==> config.mk <==
export PLATFORM = sky130hd
export DESIGN_NAME = record_reader_writer_lock_table_flat
export DESIGN_NICKNAME = d
export VERILOG_FILES = /design/src/hw/rtl/rrwlt_pkg.sv /design/src/hw/rtl/rrwlt_req_if.sv /design/src/hw/rtl/rrwlt_rsp_if.sv /design/src/hw/rtl/record_reader_writer_lock_table.sv /design/src/flat_wrapper.sv
export SDC_FILE = /design/constraint.sdc
export NUM_CORES = 1
export LEC_CHECK = 0
export ABC_CLOCK_PERIOD_IN_PS = 13500
export BUFFER_PORTS_ARGS = -buffer_cell sky130_fd_sc_hd__buf_2
export CAP_MARGIN = 40
export CORE_MARGIN = 1
export CORE_UTILIZATION = 60
export DETAILED_ROUTE_END_ITERATION = 6
export PLACE_DENSITY = 0.78
export SLEW_MARGIN = 20
export SYNTH_ARGS = -nofsm -noshare
export SYNTH_HDL_FRONTEND = slang
export SYNTH_SLANG_ARGS = --single-unit
==> constraint.sdc <==
create_clock -name clock -period 13.5 [get_ports clock]
set_input_delay 2.025 -clock clock [delete_from_list [all_inputs] [get_ports clock]]
set_output_delay 2.025 -clock clock [all_outputs]
set_load 0.01 [all_outputs]
==> src/hw/rtl/rrwlt_pkg.sv <==
// ----------------------------------------------------------------------------
// rrwlt_pkg: shared types and codes for the record lock table
// Request and status codes, field widths and the sequencer state type.
// ----------------------------------------------------------------------------
package rrwlt_pkg;

   localparam int REQ_TYPE_W  = 2;
   localparam int RECORD_ID_W = 32;
   localparam int STATUS_W    = 2;
   localparam int COUNT_W     = 8;

   // request codes
   localparam logic [REQ_TYPE_W-1:0] OP_ACQ_RD = 2'd0;
   localparam logic [REQ_TYPE_W-1:0] OP_REL_RD = 2'd1;
   localparam logic [REQ_TYPE_W-1:0] OP_ACQ_WR = 2'd2;
   localparam logic [REQ_TYPE_W-1:0] OP_REL_WR = 2'd3;

   // status codes
   localparam logic [STATUS_W-1:0] ST_OK   = 2'd0;
   localparam logic [STATUS_W-1:0] ST_BUSY = 2'd1;
   localparam logic [STATUS_W-1:0] ST_FULL = 2'd2;

   typedef enum logic [3:0] {
      S_IDLE   = 4'b0001,
      S_SCAN   = 4'b0010,
      S_UPDATE = 4'b0100,
      S_RESP   = 4'b1000
   } state_type;

endpackage

==> src/hw/rtl/rrwlt_req_if.sv <==
// ----------------------------------------------------------------------------
// rrwlt_req_if: lock request channel
// Valid/ready channel carrying one lock request word.
// ----------------------------------------------------------------------------
interface rrwlt_req_if;
   import rrwlt_pkg::*;

   logic                          valid;
   logic                          ready;
   logic [REQ_TYPE_W-1:0]         req_type;
   logic signed [RECORD_ID_W-1:0] record_id;

   modport source (output valid, output req_type, output record_id, input ready);
   modport sink   (input valid, input req_type, input record_id, output ready);

endinterface

==> src/hw/rtl/rrwlt_rsp_if.sv <==
// ----------------------------------------------------------------------------
// rrwlt_rsp_if: lock response channel
// Valid/ready channel carrying one lock response word.
// ----------------------------------------------------------------------------
interface rrwlt_rsp_if;
   import rrwlt_pkg::*;

   logic                valid;
   logic                ready;
   logic [STATUS_W-1:0] status;
   logic [COUNT_W-1:0]  reader_count;
   logic                writer_held;

   modport source (output valid, output status, output reader_count,
                   output writer_held, input ready);
   modport sink   (input valid, input status, input reader_count,
                   input writer_held, output ready);

endinterface

==> src/hw/rtl/record_reader_writer_lock_table.sv <==
// ----------------------------------------------------------------------------
// record_reader_writer_lock_table: reader/writer lock table for records
// Looks a record id up in a slot table, claims a slot for a new id, and
// grants or refuses read and write locks at once (no waiting).
// ----------------------------------------------------------------------------
//
//   channel   dir  handshake    word
//   req_chan  in   valid/ready  req_type[1:0], record_id[31:0] (signed)
//   rsp_chan  out  valid/ready  status[1:0], reader_count[7:0], writer_held
//
// A request's time from accept to response valid grows with fill, the
//   number of claimed slots (at most LOCK_SLOTS); the linear key scan
//   through the slot memory, one slot a cycle, sets it. A claim is the
//   slowest case, a hit or a full table is faster.
// One request at a time: req_chan.ready is high only while idle.
// Reset clears the fill count and the sequencer; slot contents need none,
//   since slots are claimed in order and only slots below the fill count
//   are ever read.
// A stalled response holds its word until rsp_chan.ready.
// ----------------------------------------------------------------------------
module record_reader_writer_lock_table #(
   parameter int LOCK_SLOTS  = 16,
   parameter int READER_BITS = 8
) (
   input  logic        clock,
   input  logic        reset,
   rrwlt_req_if.sink   req_chan,
   rrwlt_rsp_if.source rsp_chan
);
   import rrwlt_pkg::*;

   localparam int IW    = (LOCK_SLOTS > 1) ? $clog2(LOCK_SLOTS) : 1;
   localparam int CW    = $clog2(LOCK_SLOTS + 1);
   localparam int ENT_W = RECORD_ID_W + READER_BITS + 1;

   localparam logic [CW-1:0]          SLOTS_CNT  = CW'(LOCK_SLOTS);
   localparam logic [READER_BITS-1:0] READER_MAX = '1;

   // sequencer and request registers
   state_type                state_ff, state_in;
   logic [REQ_TYPE_W-1:0]    op_ff, op_in;
   logic [RECORD_ID_W-1:0]   key_ff, key_in;

   // scan control
   logic [CW-1:0]            scan_ff, scan_in;
   logic                     pend_ff, pend_in;
   logic [IW-1:0]            pend_idx_ff, pend_idx_in;
   logic [CW-1:0]            fill_ff, fill_in;

   // selected slot and its current lock state
   logic [IW-1:0]            slot_ff, slot_in;
   logic [READER_BITS-1:0]   cur_rd_ff, cur_rd_in;
   logic                     cur_wr_ff, cur_wr_in;

   // response word
   logic [STATUS_W-1:0]      status_ff, status_in;
   logic [COUNT_W-1:0]       count_ff, count_in;
   logic                     writer_ff, writer_in;

   // slot memory: {key, readers, writer}
   logic [ENT_W-1:0]         slot_mem [LOCK_SLOTS];
   logic [ENT_W-1:0]         rd_ff;
   logic                     rd_en;
   logic                     wr_en;
   logic [ENT_W-1:0]         wr_data;

   logic [RECORD_ID_W-1:0]   rd_key;
   logic [READER_BITS-1:0]   rd_readers;
   logic                     rd_writer;
   logic                     hit;
   logic                     miss;

   logic [READER_BITS-1:0]   new_rd;
   logic                     new_wr;
   logic [STATUS_W-1:0]      new_status;

   assign rd_key     = rd_ff[ENT_W-1 -: RECORD_ID_W];
   assign rd_readers = rd_ff[READER_BITS:1];
   assign rd_writer  = rd_ff[0];

   // read the next claimed slot while scanning
   assign rd_en = (state_ff == S_SCAN) && (scan_ff < fill_ff);
   assign hit   = pend_ff && (rd_key == key_ff);
   // nothing in flight and nothing left to read: the id is absent
   assign miss  = !pend_ff && !rd_en;

   // lock rules applied to the selected slot
   always_comb begin
      new_rd     = cur_rd_ff;
      new_wr     = cur_wr_ff;
      new_status = ST_OK;
      case (op_ff)
         OP_ACQ_RD: begin
            if (cur_wr_ff || cur_rd_ff == READER_MAX) begin
               new_status = ST_BUSY;
            end else begin
               new_rd = cur_rd_ff + 1'b1;
            end
         end
         OP_REL_RD: begin
            if (cur_rd_ff != '0) begin
               new_rd = cur_rd_ff - 1'b1;
            end
         end
         OP_ACQ_WR: begin
            if (cur_rd_ff != '0 || cur_wr_ff) begin
               new_status = ST_BUSY;
            end else begin
               new_wr = 1'b1;
            end
         end
         OP_REL_WR: begin
            new_wr = 1'b0;
         end
         default: begin
            new_status = ST_OK;
         end
      endcase
   end

   assign wr_en   = (state_ff == S_UPDATE);
   assign wr_data = {key_ff, new_rd, new_wr};

   always_comb begin
      state_in    = state_ff;
      op_in       = op_ff;
      key_in      = key_ff;
      scan_in     = scan_ff;
      pend_in     = 1'b0;
      pend_idx_in = scan_ff[IW-1:0];
      fill_in     = fill_ff;
      slot_in     = slot_ff;
      cur_rd_in   = cur_rd_ff;
      cur_wr_in   = cur_wr_ff;
      status_in   = status_ff;
      count_in    = count_ff;
      writer_in   = writer_ff;

      case (state_ff)
         S_IDLE: begin
            // take a word and start the scan at slot zero
            if (req_chan.valid) begin
               op_in    = req_chan.req_type;
               key_in   = req_chan.record_id;
               scan_in  = '0;
               state_in = S_SCAN;
            end
         end
         S_SCAN: begin
            if (rd_en) begin
               scan_in = CW'(scan_ff + 1'b1);
               pend_in = 1'b1;
            end
            if (hit) begin
               slot_in   = pend_idx_ff;
               cur_rd_in = rd_readers;
               cur_wr_in = rd_writer;
               state_in  = S_UPDATE;
            end else if (miss) begin
               if (fill_ff < SLOTS_CNT) begin
                  // claim the lowest free slot: empty lock
                  slot_in   = fill_ff[IW-1:0];
                  cur_rd_in = '0;
                  cur_wr_in = 1'b0;
                  fill_in   = CW'(fill_ff + 1'b1);
                  state_in  = S_UPDATE;
               end else begin
                  status_in = ST_FULL;
                  count_in  = '0;
                  writer_in = 1'b0;
                  state_in  = S_RESP;
               end
            end
         end
         S_UPDATE: begin
            status_in = new_status;
            count_in  = COUNT_W'(new_rd);
            writer_in = new_wr;
            state_in  = S_RESP;
         end
         S_RESP: begin
            // hold the word until taken
            if (rsp_chan.ready) begin
               state_in = S_IDLE;
            end
         end
         default: begin
            state_in = S_IDLE;
         end
      endcase
   end

   always_ff @(posedge clock) begin
      if (reset) begin
         state_ff <= S_IDLE;
         fill_ff  <= '0;
         pend_ff  <= 1'b0;
      end else begin
         state_ff <= state_in;
         fill_ff  <= fill_in;
         pend_ff  <= pend_in;
      end
   end

   always_ff @(posedge clock) begin
      op_ff       <= op_in;
      key_ff      <= key_in;
      scan_ff     <= scan_in;
      pend_idx_ff <= pend_idx_in;
      slot_ff     <= slot_in;
      cur_rd_ff   <= cur_rd_in;
      cur_wr_ff   <= cur_wr_in;
      status_ff   <= status_in;
      count_ff    <= count_in;
      writer_ff   <= writer_in;
   end

   // slot memory: one read port for the scan, one write port for the update
   always_ff @(posedge clock) begin
      if (rd_en) begin
         rd_ff <= slot_mem[scan_ff[IW-1:0]];
      end
      if (wr_en) begin
         slot_mem[slot_ff] <= wr_data;
      end
   end

   assign req_chan.ready        = (state_ff == S_IDLE);
   assign rsp_chan.valid        = (state_ff == S_RESP);
   assign rsp_chan.status       = status_ff;
   assign rsp_chan.reader_count = count_ff;
   assign rsp_chan.writer_held  = writer_ff;

   // ------------------------------------------------------------------------
   // assertions
   // ------------------------------------------------------------------------
   a_fill_bound: assert property (@(posedge clock) disable iff (reset)
      fill_ff <= SLOTS_CNT)
      else $error("fill count beyond slot count");

   a_full_only_when_filled: assert property (@(posedge clock) disable iff (reset)
      rsp_chan.valid && rsp_chan.status == ST_FULL |-> fill_ff == SLOTS_CNT)
      else $error("table full answered with free slots");

   a_write_grant: assert property (@(posedge clock) disable iff (reset)
      rsp_chan.valid && rsp_chan.status == ST_OK && op_ff == OP_ACQ_WR
      |-> rsp_chan.writer_held && rsp_chan.reader_count == '0)
      else $error("write granted without exclusive hold");

   a_no_overlap: assert property (@(posedge clock) disable iff (reset)
      !(req_chan.ready && rsp_chan.valid))
      else $error("request taken while a response is pending");

   a_fill_step: assert property (@(posedge clock) disable iff (reset)
      fill_ff != $past(fill_ff) |-> $past(state_ff) == S_SCAN
                                    && fill_ff == CW'($past(fill_ff) + 1'b1))
      else $error("fill count moved outside a claim");

endmodule

==> src/flat_wrapper.sv <==
// flat-port wrapper written by rule: the top's interface ports become plain ports
module record_reader_writer_lock_table_flat import rrwlt_pkg::*;
#(
   parameter int LOCK_SLOTS  = 16,
   parameter int READER_BITS = 8
)
  (clock, reset, req_chan_valid, req_chan_req_type, req_chan_record_id, req_chan_ready, rsp_chan_valid, rsp_chan_status, rsp_chan_reader_count, rsp_chan_writer_held, rsp_chan_ready);
  rrwlt_req_if req_chan_i ();
  rrwlt_rsp_if rsp_chan_i ();
  input  logic clock;
  input  logic reset;
  input wire logic [$bits(req_chan_i.valid)-1:0] req_chan_valid;
  input wire logic [$bits(req_chan_i.req_type)-1:0] req_chan_req_type;
  input wire logic [$bits(req_chan_i.record_id)-1:0] req_chan_record_id;
  output wire logic [$bits(req_chan_i.ready)-1:0] req_chan_ready;
  output wire logic [$bits(rsp_chan_i.valid)-1:0] rsp_chan_valid;
  output wire logic [$bits(rsp_chan_i.status)-1:0] rsp_chan_status;
  output wire logic [$bits(rsp_chan_i.reader_count)-1:0] rsp_chan_reader_count;
  output wire logic [$bits(rsp_chan_i.writer_held)-1:0] rsp_chan_writer_held;
  input wire logic [$bits(rsp_chan_i.ready)-1:0] rsp_chan_ready;
  assign req_chan_i.valid = req_chan_valid;
  assign req_chan_i.req_type = req_chan_req_type;
  assign req_chan_i.record_id = req_chan_record_id;
  assign req_chan_ready = req_chan_i.ready;
  assign rsp_chan_valid = rsp_chan_i.valid;
  assign rsp_chan_status = rsp_chan_i.status;
  assign rsp_chan_reader_count = rsp_chan_i.reader_count;
  assign rsp_chan_writer_held = rsp_chan_i.writer_held;
  assign rsp_chan_i.ready = rsp_chan_ready;
  record_reader_writer_lock_table #(.LOCK_SLOTS(LOCK_SLOTS), .READER_BITS(READER_BITS)) u_core (.clock(clock), .reset(reset), .req_chan(req_chan_i), .rsp_chan(rsp_chan_i));
endmodule
---- Word-level counts from Yosys, hierarchy flattened ----
Memories as Yosys holds them, arrays and structs flattened. A register that Yosys moved wholly into a read port is not among the register bits.
Cells that the tools add are included.
word-level totals
  output and inout bits ................... 13
  register bits after elaboration ......... 77
  input bits .............................. 38
  word-level logic and storage cells ...... 99
  memories kept ........................... 1
  memory bits (writable) .................. 656
cells by class
  bitwise gates (word level) .............. 2
  $add $sub $neg .......................... 4
  mux-type cells .......................... 41
  equal/unequal tests ..................... 16
  magnitude comparators ................... 2
  reductions and logical operators ........ 20
memories
  memory           depth  bits a word  rd ports  clocked after Yosys merged registers in  wr ports  RTL line                               text
  u_core.slot_mem  16     41           1         1                                        1         record_reader_writer_lock_table.sv:61  logic [ENT_W-1:0] slot_mem [LOCK_SLOTS];
operator list
  cell                   count
  $mux W8                8
  $eq A32 B32 Y1         1
  $mux W4                8
  $pmux W8 S2            2
  $pmux W4 S4            1
  $mux W1                12
  $add A5 B1 Y5 const B  2
  $mux W5                2
  $pmux W5 S2            1
  $reduce_and A3 Y1      3
  $add A8 B1 Y8 const B  1
  $eq A8 B8 Y1 const B   1
  $pmux W2 S2            2
  $reduce_and A4 Y1      2
  $reduce_bool A2 Y1     4
  $reduce_bool A8 Y1     1
  $sub A8 B1 Y8 const B  1
  $mux W2                3
  $ne A2 B1 Y1 const B   3
  $ne A2 B2 Y1 const B   3
  $lt A5 B5 Y1           1
  $lt A5 B5 Y1 const B   1
  $eq A2 B2 Y1 const B   2
  $eq A4 B1 Y1 const B   1
  13 further kinds       19

---- Logic depth before layout (Yosys ltp) ----
Gate-level depths: netlist of run 1.
  depth after elaboration ................. 7
  gate-level depth with buffers ........... 7
  gate-level depth less buffers ........... 7

---- Least setup slack after synthesis of run 1 ----
Ideal clock, no wire load.
  path type ............................... flip-flop to flip-flop
  from .................................... register u_core.state_ff[2]
  to ...................................... memory u_core.slot_mem[0][0] in the netlist's numbering (enable)
  cell stages (with the launch flop) ...... 5
  clock period less this slack ............ 4.620 ns
  setup slack ............................. 8.880 ns
  arrival time ............................ 4.130 ns
  library setup time ...................... 0.490 ns
  required time ........................... 13.010 ns
  cells stage by stage .................... dfxtp_1 nor4b_1 inv_1 or3_1 nor3_1
on the way
  word-level cells in the longest chain between the ends .. 3
RTL lines
  what                           RTL line                                text
  start: declaration             record_reader_writer_lock_table.sv:40   state_type state_ff, state_in;
  start signal: assignment       record_reader_writer_lock_table.sv:199  state_ff <= state_in;
  $eq A4 B3 Y1                   record_reader_writer_lock_table.sv:121  assign wr_en = (state_ff == S_UPDATE);
  $mux W1                        record_reader_writer_lock_table.sv:223  if (wr_en) begin
  $mux W1 (not written as such)  record_reader_writer_lock_table.sv:224  slot_mem[slot_ff] <= wr_data;
  end: declaration               record_reader_writer_lock_table.sv:61
No other way between the ends.

---- Worst setup path after layout of run 1 ----
  from .................................... register u_core.state_ff[3]
  to ...................................... output port req_chan_ready
on the way
  word-level cells in the longest chain between the ends .. 1
RTL lines
  what              RTL line                                text
  $eq A4 B1 Y1      record_reader_writer_lock_table.sv:228  assign req_chan.ready = (state_ff == S_IDLE);
  end: declaration  flat_wrapper.sv:15                      output wire logic [$bits(req_chan_i.ready)-1:0] req_chan_ready;
No other way between the ends.

==> summary.txt, run 1 <==
Clock tree
  – Worst-Skew Late Latency: a little over 0.6 ns
  – CTS root buffer: clkbuf_16
  – Setup bufs post-CTS: 0
  – Post-CTS Resized: 0
  – Hold buffers post-CTS: 0
  – CTS tree: yes
  – Deepest clock path buffer count: 3
  – Inserted Clock Buffers: 74
  – CTS sink count: 774
  – H-tree level count: 3
  – Clock slew at reported path FFs: 0.06 ns

Synthesis
  – Syn avg cell area: 23.0 µm²
  – Net Count, Synth: about 1300
  – Gate Count Post-Synth: 1288
  – Synth Register Bits: 774
  – Syn Std Cell Area: around 30000 µm²
  – Synth async-reset ratio: 0%
  – Sequential area share after synthesis: 77.9%
  – Syn. warnings: 0
  – Ys flop type: edfxtp_1
  – Unique masters post-synth: 56
  – Count of flip-flops with a built-in enable after synthesis: 760

Die
  – Initial Utilization: 60.7%
  – Io pins: 51
  – Die width: 224 µm
  – Core area: 48800 µm²
  – Die height: 224 µm
  – DIE AREA: roughly 50000 µm²
  – # rows: 81

Route
  – Via count: roughly 14000
  – DRT Pass-1 Iters: 7
  – Drt total wl: 62.3 mm
  – Routed Antenna Nets: 0
  – Routed vias/inst: 6.57
  – DR WL/cell: approximately 30 µm
  – Number of remaining DRC errors: 2
  – 1st-iter DRT viols: between 1500 and 2000

Power and ir drop
  – VDD IR max: around 0.13 mV
  – Total Power: a little under 5000 µW
  – Power per Cell Area: 148 nW/µm²
  – Pleak: 0.0103 µW

Setup path
  – Critical Path Max Stage Delay: approximately 0.37 ns
  – CP Max Fanout: 6
  – Worst EP arrival: 1.62 ns
  – Critical Path RT: 11.48 ns
  – Worst setup SP type: register
  – Slowest cell on the critical path: dfxtp_1
  – Top delay family on crit path: simple AND/OR/NAND/NOR gates
  – Crit path buf inv count: 1
  – Setup CP Type: register to output port
  – Worst setup EP type: output port
  – Crit path cell chain: nand2b_1 -> nor3_1 -> buf_2

GRT
  – Number of global-route vias before repair: ~14000
  – Global-route wire length before repair: between 90 and 100 mm
  – Global route overflow: 0
  – Initial antenna violation count: 0
  – Global-route usage over all layers: 25.8%
  – Largest net degree at the start of global routing: roughly 170

Timing
  – Endpoints failing setup: 0
  – Worst Skew: 0.0291 ns
  – Hold Vio Cnt, Final: 0
  – Setup total negative slack: 0 ns
  – Max-slew violations: 0
  – Slew headroom: 27.8%
  – Max Fclk: 274 MHz
  – Fin Hold WS: 0.535 ns
  – Fin crit period: 3.65 ns
  – RSZ-0062 raised after global routing: false
  – Fin crit share: 27.0%
  – Least-Margin Pin Slew: 1.08 ns

Placement
  – Placed Area: 31000 µm²
  – Placer congestion estimate: 0.815
  – Dpl hpwl: 30.0 mm
  – IO buf count: 50

Worst hold path
  – Min-Delay Path Class: register to register

Run status
  – Status: finished, violations left
  – Failing checks: design-rule violations

Finish
  – Layout area overhead: 11.6%
  – Share of layout cells above drive strength 1: 28.6%
  – Nets: 1442
  – # diodes: 0
  – Fill cells: 2989
  – Finished Core Util: between 60% and 70%
  – Fin area: 33100 µm²

Flow run
  – Max-cap viol count: 0
worst register-to-register path, delay by kind of cell, from the launching register on:
kind,cells,cell delay (ns)
buffers and inverters,3,1.58
flip-flops,1,0.39
multiplexers,2,1.09
sequential cells by signal (all words and copies together), names as in the netlist, 2 cells and up:
name,cells
u_core.op_ff,2
u_core.fill_ff,5
u_core.slot_ff,4
u_core.pend_idx_ff,4
u_core.rsp_chan.status,2
u_core.key_ff,32
u_core.state_ff,4
u_core.slot_mem,656
u_core.scan_ff,5
u_core.cur_rd_ff,8
u_core.rsp_chan.reader_count,8
u_core.rd_ff,41
cell families (layout without fill, tap and decap cells):
kind of cell	count (synthesis)	count (layout)	share of synthesized area [%]
AO/OA/AOI/OAI	49	49	1.21
XOR/XNOR	36	36	1.06
adder cells (fa/ha/maj)	9	9	0.380
buffers and inverters	69	231	0.961
flip-flops	774	774	77.9
multiplexers	213	213	15.9
AND/OR/NAND/NOR	138	138	2.68
report_power, final:
part           internal [µW]  switching (µW)  leakage (µW)
Combinational            152             149       0.00229
Sequential              2680            47.0       0.00699
Clock                   1040             838       0.00104
Total                   3870            1030        0.0103
layout make-up:
| class | instances | area [µm²] | share of cell area [%] |
|---|---|---|---|
| flip-flops and latches | 774 | 23100 | 69.7 |
| well taps | 664 | 831 | 2.51 |
| multi-input cells | 445 | 6400 | 19.3 |
| clock buffers | 102 | 2000 | 6.04 |
| repair buffers | 86 | 596 | 1.80 |
| inverters | 14 | 52.6 | 0.159 |
| clock inverters | 29 | 143 | 0.431 |
synth_stat cells (9+ instances only):
cell type	count	share of area (%)
edfxtp_1	760	77
mux4_2	205	16
clkbuf_1	35	0.44
xor2_1	29	0.86
nor2_1	28	0.35
and2_1	19	0.40
nor3_1	16	0.27
buf_2	15	0.25
dfxtp_1	14	0.94
inv_1	14	0.18
nand2_1	13	0.16
nor4_1	13	0.27
a21oi_1	12	0.20
ha_1	9	0.38
per-stage QoR:
stage                     worst slack (ns)  cells
final                                 9.85   2114
after global routing                  9.77   2114
after CTS                             9.84   2114
after detailed placement             10.13   1983
after global placement                9.95   1978
after floorplan                       8.88   1288
worst paths after layout:
path                       from  slack (ns)                  end  depth (start not counted)
max          u_core.state_ff[3]        9.85       req_chan_ready                          3
min             u_core.rd_ff[1]        0.53  u_core.cur_rd_ff[0]                          1
max reg2reg   u_core.scan_ff[0]       10.21     u_core.rd_ff[36]                          5
min reg2reg     u_core.rd_ff[1]        0.53  u_core.cur_rd_ff[0]                          1
per-layer routing:
layer	vias up	global-route usage (%)	wire, µm
met3	133	4.01	5090
met5	-	0	0
met1	7296	35.5	23700
met4	0	9.77	1970
met2	770	42.5	31500
li1	5681	-	-
layout by cell type (no fill, tap or decap), drive strengths merged, types with 4 or more instances in the layout:
cell type,instances
a21oi,12
a22o,4
a31oi,4
and2,19
buf,86
clkbuf,102
clkinv,27
dfxtp,14
edfxtp,760
ha,9
inv,15
mux2,6
mux4,205
nand2,13
nand2b,8
nand3,8
nand4,6
nor2,28
nor2b,5
nor3,16
nor4,14
nor4b,6
o21ai,4
or4,4
xnor2,7
xor2,29
Note: power is estimated with default switching activity, not from simulation.
==> run 2: changes to the inputs <==
ABC_AREA = 1   (was default)
ABC_CLOCK_PERIOD_IN_PS = 3300   (was 13500)
CORE_UTILIZATION = 56   (was 60)
PLACE_DENSITY = 0.76   (was 0.78)
clock period = 3.3 ns   (was 13.5 ns; I/O delays follow)
==> summary.txt, run 2 <==
Run status
  – Status: finished, violations left
  – Failing checks: design-rule violations

Timing
  – RSZ-0062 raised after global routing: false
  – Fin Hold WS: 0.0547 ns (-0.480 ns)
  – Max Fclk: 381 MHz
  – Worst setup margin: 0.674 ns (-9.18 ns)
  – Fin crit period: 2.63 ns
  – Setup total negative slack: 0 ns (unchanged)
  – Worst Skew: 0.0194 ns (-0.00970 ns)
  – Slew headroom: 36.4% (+8.6 points)
  – Endpoints failing setup: 0 (unchanged)
  – Hold Vio Cnt, Final: 0 (unchanged)
  – Fin crit share: around 80%
  – Least-Margin Pin Slew: 0.954 ns (-0.129 ns)
  – Max-slew violations: 0 (unchanged)

Setup path
  – Critical Path RT: 3.59 ns (-7.89 ns)
  – Setup CP Type: register to register
  – CP Max Fanout: 28 (+22)
  – Worst EP arrival: 2.91 ns (+1.29 ns)
  – Worst setup SP type: register
  – Worst setup EP type: register

Synthesis
  – Ys flop type: edfxtp_1
  – Gate Count Post-Synth: 2281 (+77%)
  – Largest family of logic cells by synthesized area: simple AND/OR/NAND/NOR gates
  – Mux contribution to synthesized area: 2.07% (-14 points)
  – Net Count, Synth: 2328 (+74%)
  – Post-synthesis compound-gate area fraction: 8.72% (+7.5 points)
  – Top-count cell post-synth: edfxtp_1
  – Yosys top cell area share: 73.8% (-3.1 points)
  – Syn avg cell area: 13.5 µm² (-41%)
  – Top cells by count, synth: 760 x edfxtp_1, 441 x nor2_1, 210 x nand2_1
  – Count of flip-flops with a built-in enable after synthesis: 760 (unchanged)
  – Syn Std Cell Area: 30900 µm² (+4.2%)
  – Sequential area share after synthesis: 74.8% (-3.1 points)
  – Dominant cell type by area after synthesis: edfxtp_1
  – Syn. warnings: 0 (unchanged)
  – Synth Register Bits: 774 (unchanged)
  – Synth Area in Adders: 0.364% (-0.015 points)
  – Synth async-reset ratio: 0% (unchanged)
  – Unique masters post-synth: 37 (-34%)
  – Largest cells by area after synthesis: edfxtp_1 74%, nor2_1 5.4%, o21ai_0 2.9%
  – Post-Synth XOR/XNOR Area: 0.595% (-0.47 points)
  – Simple-gate share of the synthesized area: 9.98% (+7.3 points)

GRT
  – Initial antenna violation count: 0 (unchanged)
  – Global route overflow: 0 (unchanged)
  – Largest net degree at the start of global routing: 223 (+33%)
  – Global-route usage over all layers: 26.3% (+0.43 points)
  – Number of global-route vias before repair: 18935 (+33%)
  – Global-route wire length before repair: 111 mm (+20%)

Clock tree
  – H-tree level count: 3 (unchanged)
  – Post-CTS Resized: 0 (unchanged)
  – Setup bufs post-CTS: 0 (unchanged)
  – Worst-Skew Late Latency: 0.61 ns (about the same)
  – Inserted Clock Buffers: 77 (+4.1%)
  – CTS sink count: 774 (unchanged)
  – CTS tree: yes
  – Deepest clock path buffer count: 3 (unchanged)
  – CTS root buffer: clkbuf_16
  – Clock slew at reported path FFs: 0.06 ns (about the same)
  – Hold buffers post-CTS: 0 (unchanged)

Placement
  – Inst Count DP: 2973 (+50%)
  – Placer congestion estimate: 0.889 (+9.1%)
  – Dpl hpwl: 40.3 mm (+34%)
  – IO buf count: 50 (unchanged)
  – Dpl ws: 0.780 ns (-9.35 ns)

Finish
  – Commonest non-fill, non-tap cell in the layout: edfxtp_1
  – # diodes: 0 (unchanged)
  – Nets: 2403 (+67%)
  – Number of flip-flops in the largest register: 656 (unchanged)
  – Biggest register: u_core.slot_mem
  – Layout area overhead: 12.5%
  – Post-Layout Cell Count: 3111 (+47%)
  – Largest regs: u_core.slot_mem (656), u_core.rd_ff (41), u_core.key_ff (32)
  – Fill cells: 3720 (+24%)
  – Share of layout cells above drive strength 1: 10.8% (-18 points)
  – Highest-count cells in the layout ignoring fill and taps: 760 x edfxtp_1, 423 x nor2_1, 210 x nand2_1

Power and ir drop
  – Power per Cell Area: 607 nW/µm² (+310%)
  – Total Power: 21100 µW (+330%)
  – VDD IR max: 0.525 mV (+320%)
  – Pleak: 0.0118 µW (+14%)

Route
  – Via count: 19301 (+39%)
  – DRT Pass-1 Iters: 7 (unchanged)
  – DR WL/cell: 23.3 µm (-21%)
  – 1st-iter DRT viols: 2533 (+47%)
  – Number of remaining DRC errors: 4 (+2)
  – Routed Antenna Nets: 0 (unchanged)
  – Drt total wl: 72.6 mm (+17%)
  – Routed vias/inst: 6.20 (-5.5%)

Die
  – Die width: 237 µm (+5.6%)
  – Die height: 237 µm (+5.6%)
  – DIE AREA: 56100 µm² (+11%)
  – Io pins: 51 (unchanged)
  – # rows: 85 (+4.9%)
  – Core area: 54100 µm² (+11%)
  – Initial Utilization: 57.1% (-3.6 points)

Flow run
  – Max-cap viol count: 0 (unchanged)

Worst hold path
  – Min-Delay Path Class: input port to register
-- run 2: changes by cell type after synthesis, sizes merged, moves of 97 or more --
cell / delta
o21ai: +182
nand2: +199
o32ai: +98
nor2: +415
mux4: -205
inv: +97
-- run 2: final cells by class --
type	count	area, µm²	area share [%]
Clock buffer	97	2070	5.94
Clock inverter	41	310	0.892
Sequential cell	774	23100	66.4
Multi-Input combinational cell	1264	6850	19.7
Inverter	114	435	1.25
Tap cell	696	871	2.50
Timing Repair Buffer	125	1130	3.26
-- run 2: path summary, 6_finish.rpt --
check                           cells past startpoint                  start  slack (ns)                    end
worst max-delay path                                6     u_core.state_ff[0]        0.67  u_core.slot_mem[0][4]
worst min-delay path                                1  req_chan_record_id[3]        0.05       u_core.key_ff[3]
worst max register to register                      6     u_core.state_ff[0]        0.67  u_core.slot_mem[0][4]
worst min register to register                      0      u_core.scan_ff[3]        0.47  u_core.pend_idx_ff[3]
-- run 2: worst max-delay path: stages (launching register included) --
cell	delay (ns)
dfxtp_1	0.31
nor2_1	0.11
inv_1	0.07
nor3_2	0.49
nand2_1	0.39
nor2_4	0.60
buf_12	0.32
-- run 2: power breakdown --
part	leakage [µW]	switching [µW]	internal (µW)	total (µW)
sequential	0.00697	129	11000	11100
clock	0.00115	3550	4750	8300
combinational	0.00370	1140	506	1650
-- run 2: cells by family (layout without fill, tap and decap cells) --
| kind of cell | Yosys count | count (layout) |
|---|---|---|
| XOR/XNOR | 21 | 21 |
| buffers and inverters | 243 | 377 |
| AND/OR/NAND/NOR | 768 | 768 |
| adder cells (fa/ha/maj) | 9 | 9 |
| multiplexers | 64 | 64 |
| flip-flops | 774 | 774 |
| AO/OA/AOI/OAI | 402 | 402 |
-- run 2: metal layers --
| layer | vias up | track usage (%) | routed length (µm) |
|---|---|---|---|
| met2 | 1007 | 42.3 | 34900 |
| met1 | 9586 | 36.1 | 29100 |
| li1 | 8568 | - | - |
| met3 | 140 | 4.59 | 6520 |
| met5 | - | 0 | 0 |
| met4 | 0 | 9.64 | 2060 |
-- run 2: stage by stage --
step	cell area [µm²]	utilization, %
final	34800	64.2
after global routing	34800	64.2
after CTS	34800	64.2
after detailed placement	32400	59.8
after global placement	32400	59.8
after floorplan	30900	-
==> run 3: changes to the inputs <==
ABC_CLOCK_PERIOD_IN_PS = 2350   (was 3300)
clock period = 2.35 ns   (was 3.3 ns; I/O delays follow)
==> summary.txt, run 3 (same netlist as run 2, synthesis figures left out) <==
Clock tree
  – H-tree level count: 3 (unchanged)
  – CTS tree: yes
  – Setup bufs post-CTS: 0 (unchanged)
  – Inserted Clock Buffers: 77 (unchanged)
  – Clock slew at reported path FFs: 0.06 ns (about the same)
  – Worst-Skew Late Latency: 0.63 ns (+0.02 ns)
  – CTS root buffer: clkbuf_16
  – CTS sink count: 774 (unchanged)
  – Deepest clock path buffer count: 3 (unchanged)

Finish
  – Post-Layout Cell Count: 3191 (+2.6%)
  – Share of layout cells above drive strength 1: 12.7% (+1.9 points)
  – Highest-count cells in the layout ignoring fill and taps: 760 x edfxtp_1, 423 x nor2_1, 206 x nand2_1
  – Fin area: 35800 µm² (+2.9%)
  – Commonest non-fill, non-tap cell in the layout: edfxtp_1
  – Biggest register: u_core.slot_mem
  – Nets: 2479 (+3.2%)
  – Layout area overhead: 15.7%
  – Finished Core Util: 66.1% (+1.9 points)
  – # diodes: 0 (unchanged)
  – Largest regs: u_core.slot_mem (656), u_core.rd_ff (41), u_core.key_ff (32)
  – Number of flip-flops in the largest register: 656 (unchanged)

GRT
  – Global-route wire length before repair: 116 mm (+4.6%)
  – Largest net degree at the start of global routing: 123 (-45%)
  – Initial antenna violation count: 0 (unchanged)
  – Global-route usage over all layers: 27.7% (+1.5 points)
  – Number of global-route vias before repair: 19568 (+3.3%)
  – Global route overflow: 0 (unchanged)

Timing
  – Slew headroom: 64.1% (+28 points)
  – Max-slew violations: 0 (unchanged)
  – Hold Vio Cnt, Final: 0 (unchanged)
  – Endpoints failing setup: 0 (unchanged)
  – Fin crit share: 94.4% (+15 points)
  – Fin Hold WS: 0.0404 ns (-0.0142 ns)
  – Worst Skew: 0.0198 ns (+0.000373 ns)
  – RSZ-0062 raised after global routing: false
  – Max Fclk: 451 MHz (+18%)
  – Least-Margin Pin Slew: 0.539 ns (-0.415 ns)
  – Fin crit period: 2.22 ns (-0.407 ns)

Power and ir drop
  – Comb pwr share: 8.4% (+0.6 points)
  – Seq pwr share: 51.1% (-1.7 points)
  – Net Sw Frac: 22.9% (about the same)
  – VDD IR max: 0.756 mV (+44%)
  – Clk pwr share: 40.5% (+1.2 points)
  – Total Power: 30500 µW (+44%)
  – Power per Cell Area: 851 nW/µm² (+40%)
  – Pleak: 0.0123 µW (+4.1%)
  – Switching power: 6970 µW (+44%)
  – Int Pwr: 23500 µW (+44%)

Placement
  – Placed Area: 32900 µm² (+1.5%)
  – Dpl hpwl: 41.6 mm (+3.2%)
  – Inst Count DP: 3014 (+1.4%)
  – Placer congestion estimate: 0.938 (+5.5%)
  – IO buf count: 50 (unchanged)

Route
  – Via count: 19812 (+2.6%)
  – Routed Antenna Nets: 0 (unchanged)
  – Routed vias/inst: 6.21 (about the same)
  – DR WL/cell: 24.1 µm (+3.1%)
  – Drt total wl: 76.8 mm (+5.7%)
  – Number of remaining DRC errors: 1 (-3)
  – 1st-iter DRT viols: 2765 (+9.2%)
  – DRT Pass-1 Iters: 7 (unchanged)

Setup path
  – Critical Path RT: 2.58 ns (-1.01 ns)
  – Worst setup SP type: register
  – Setup CP Type: register to register
  – Worst setup EP type: register
  – CP Max Fanout: 16 (-43%)
  – Worst EP arrival: 2.45 ns (-0.46 ns)

Worst hold path
  – Min-Delay Path Class: input port to register

Die
  – Die height: 237 µm (unchanged)
  – Initial Utilization: 57.1% (unchanged)
  – Die width: 237 µm (unchanged)
  – Io pins: 51 (unchanged)
  – # rows: 85 (unchanged)
  – DIE AREA: 56100 µm² (unchanged)
  – Core area: 54100 µm² (unchanged)

Run status
  – Status: finished, violations left
  – Failing checks: design-rule violations

Flow run
  – Max-cap viol count: 0 (unchanged)
==> run 3: timing repair <==
| item | in CTS | in global routing |
|---|---|---|
| hold endpoints to repair | 39 | 0 |
| resized for setup | 0 | 5 |
| hold buffers | 35 | 0 |
| setup endpoints to repair | 0 | 75 |
==> run 3: final cells by class <==
cell class | instances | area [µm²]
inverters | 114 | 439
fillers | 3594 | 18400
multi-input cells | 1264 | 6860
flip-flops and latches | 774 | 23100
repair buffers | 201 | 1980
clock buffers | 93 | 2030
clock inverters | 49 | 484
well taps | 696 | 871
==> run 3: per-stage QoR <==
stage | worst slack (ns) | TNS, ns
CTS | 0.0767 | 0
floorplan | -0.194 | -107.48
detailed placement | 0.0726 | 0
global placement | 0.205 | 0
global route | 0.00409 | 0
finish | 0.131 | 0
==> run 3: critical path, stage by stage, from the launching register on <==
cell	delay (ns)
edfxtp_1	0.49
inv_1	0.13
nand2_1	0.10
nor3_2	0.14
nand3_1	0.19
nand2_1	0.19
nor2_1	0.07
a21oi_1	0.17
nand2_1	0.36
==> run 3: power groups by stage <==
stage          logic, µW  registers [µW]  clock network (µW)
6_report            2560           15600               12300
5_1_grt             2780           15600               12900
4_1_cts             2530           15600               12400
3_5_place_dp        2460           15900                   0
3_3_place_gp        2370           15900                   0
2_1_floorplan       1510           15900                   0
==> run 3: worst paths after layout <==
| kind | from | slack, ns | cells past startpoint | to |
|---|---|---|---|---|
| hold reg to reg | u_core.fill_ff[3] | 0.47 | 2 | u_core.fill_ff[3] |
| hold / removal | req_chan_valid | 0.04 | 4 | u_core.state_ff[0] |
| setup / recovery | u_core.cur_rd_ff[4] | 0.13 | 8 | u_core.slot_mem[1][7] |
| setup reg to reg | u_core.cur_rd_ff[4] | 0.13 | 8 | u_core.slot_mem[1][7] |
==> run 3: routing by layer <==
layer	track usage [%]	part of all wire (%)	vias up	wire, µm
li1	-	-	8731	-
met1	37.4	39	9747	29700
met5	0	0	-	0
met2	44.8	49	1133	37400
met3	4.73	9.0	201	6910
met4	11.9	3.6	0	2780
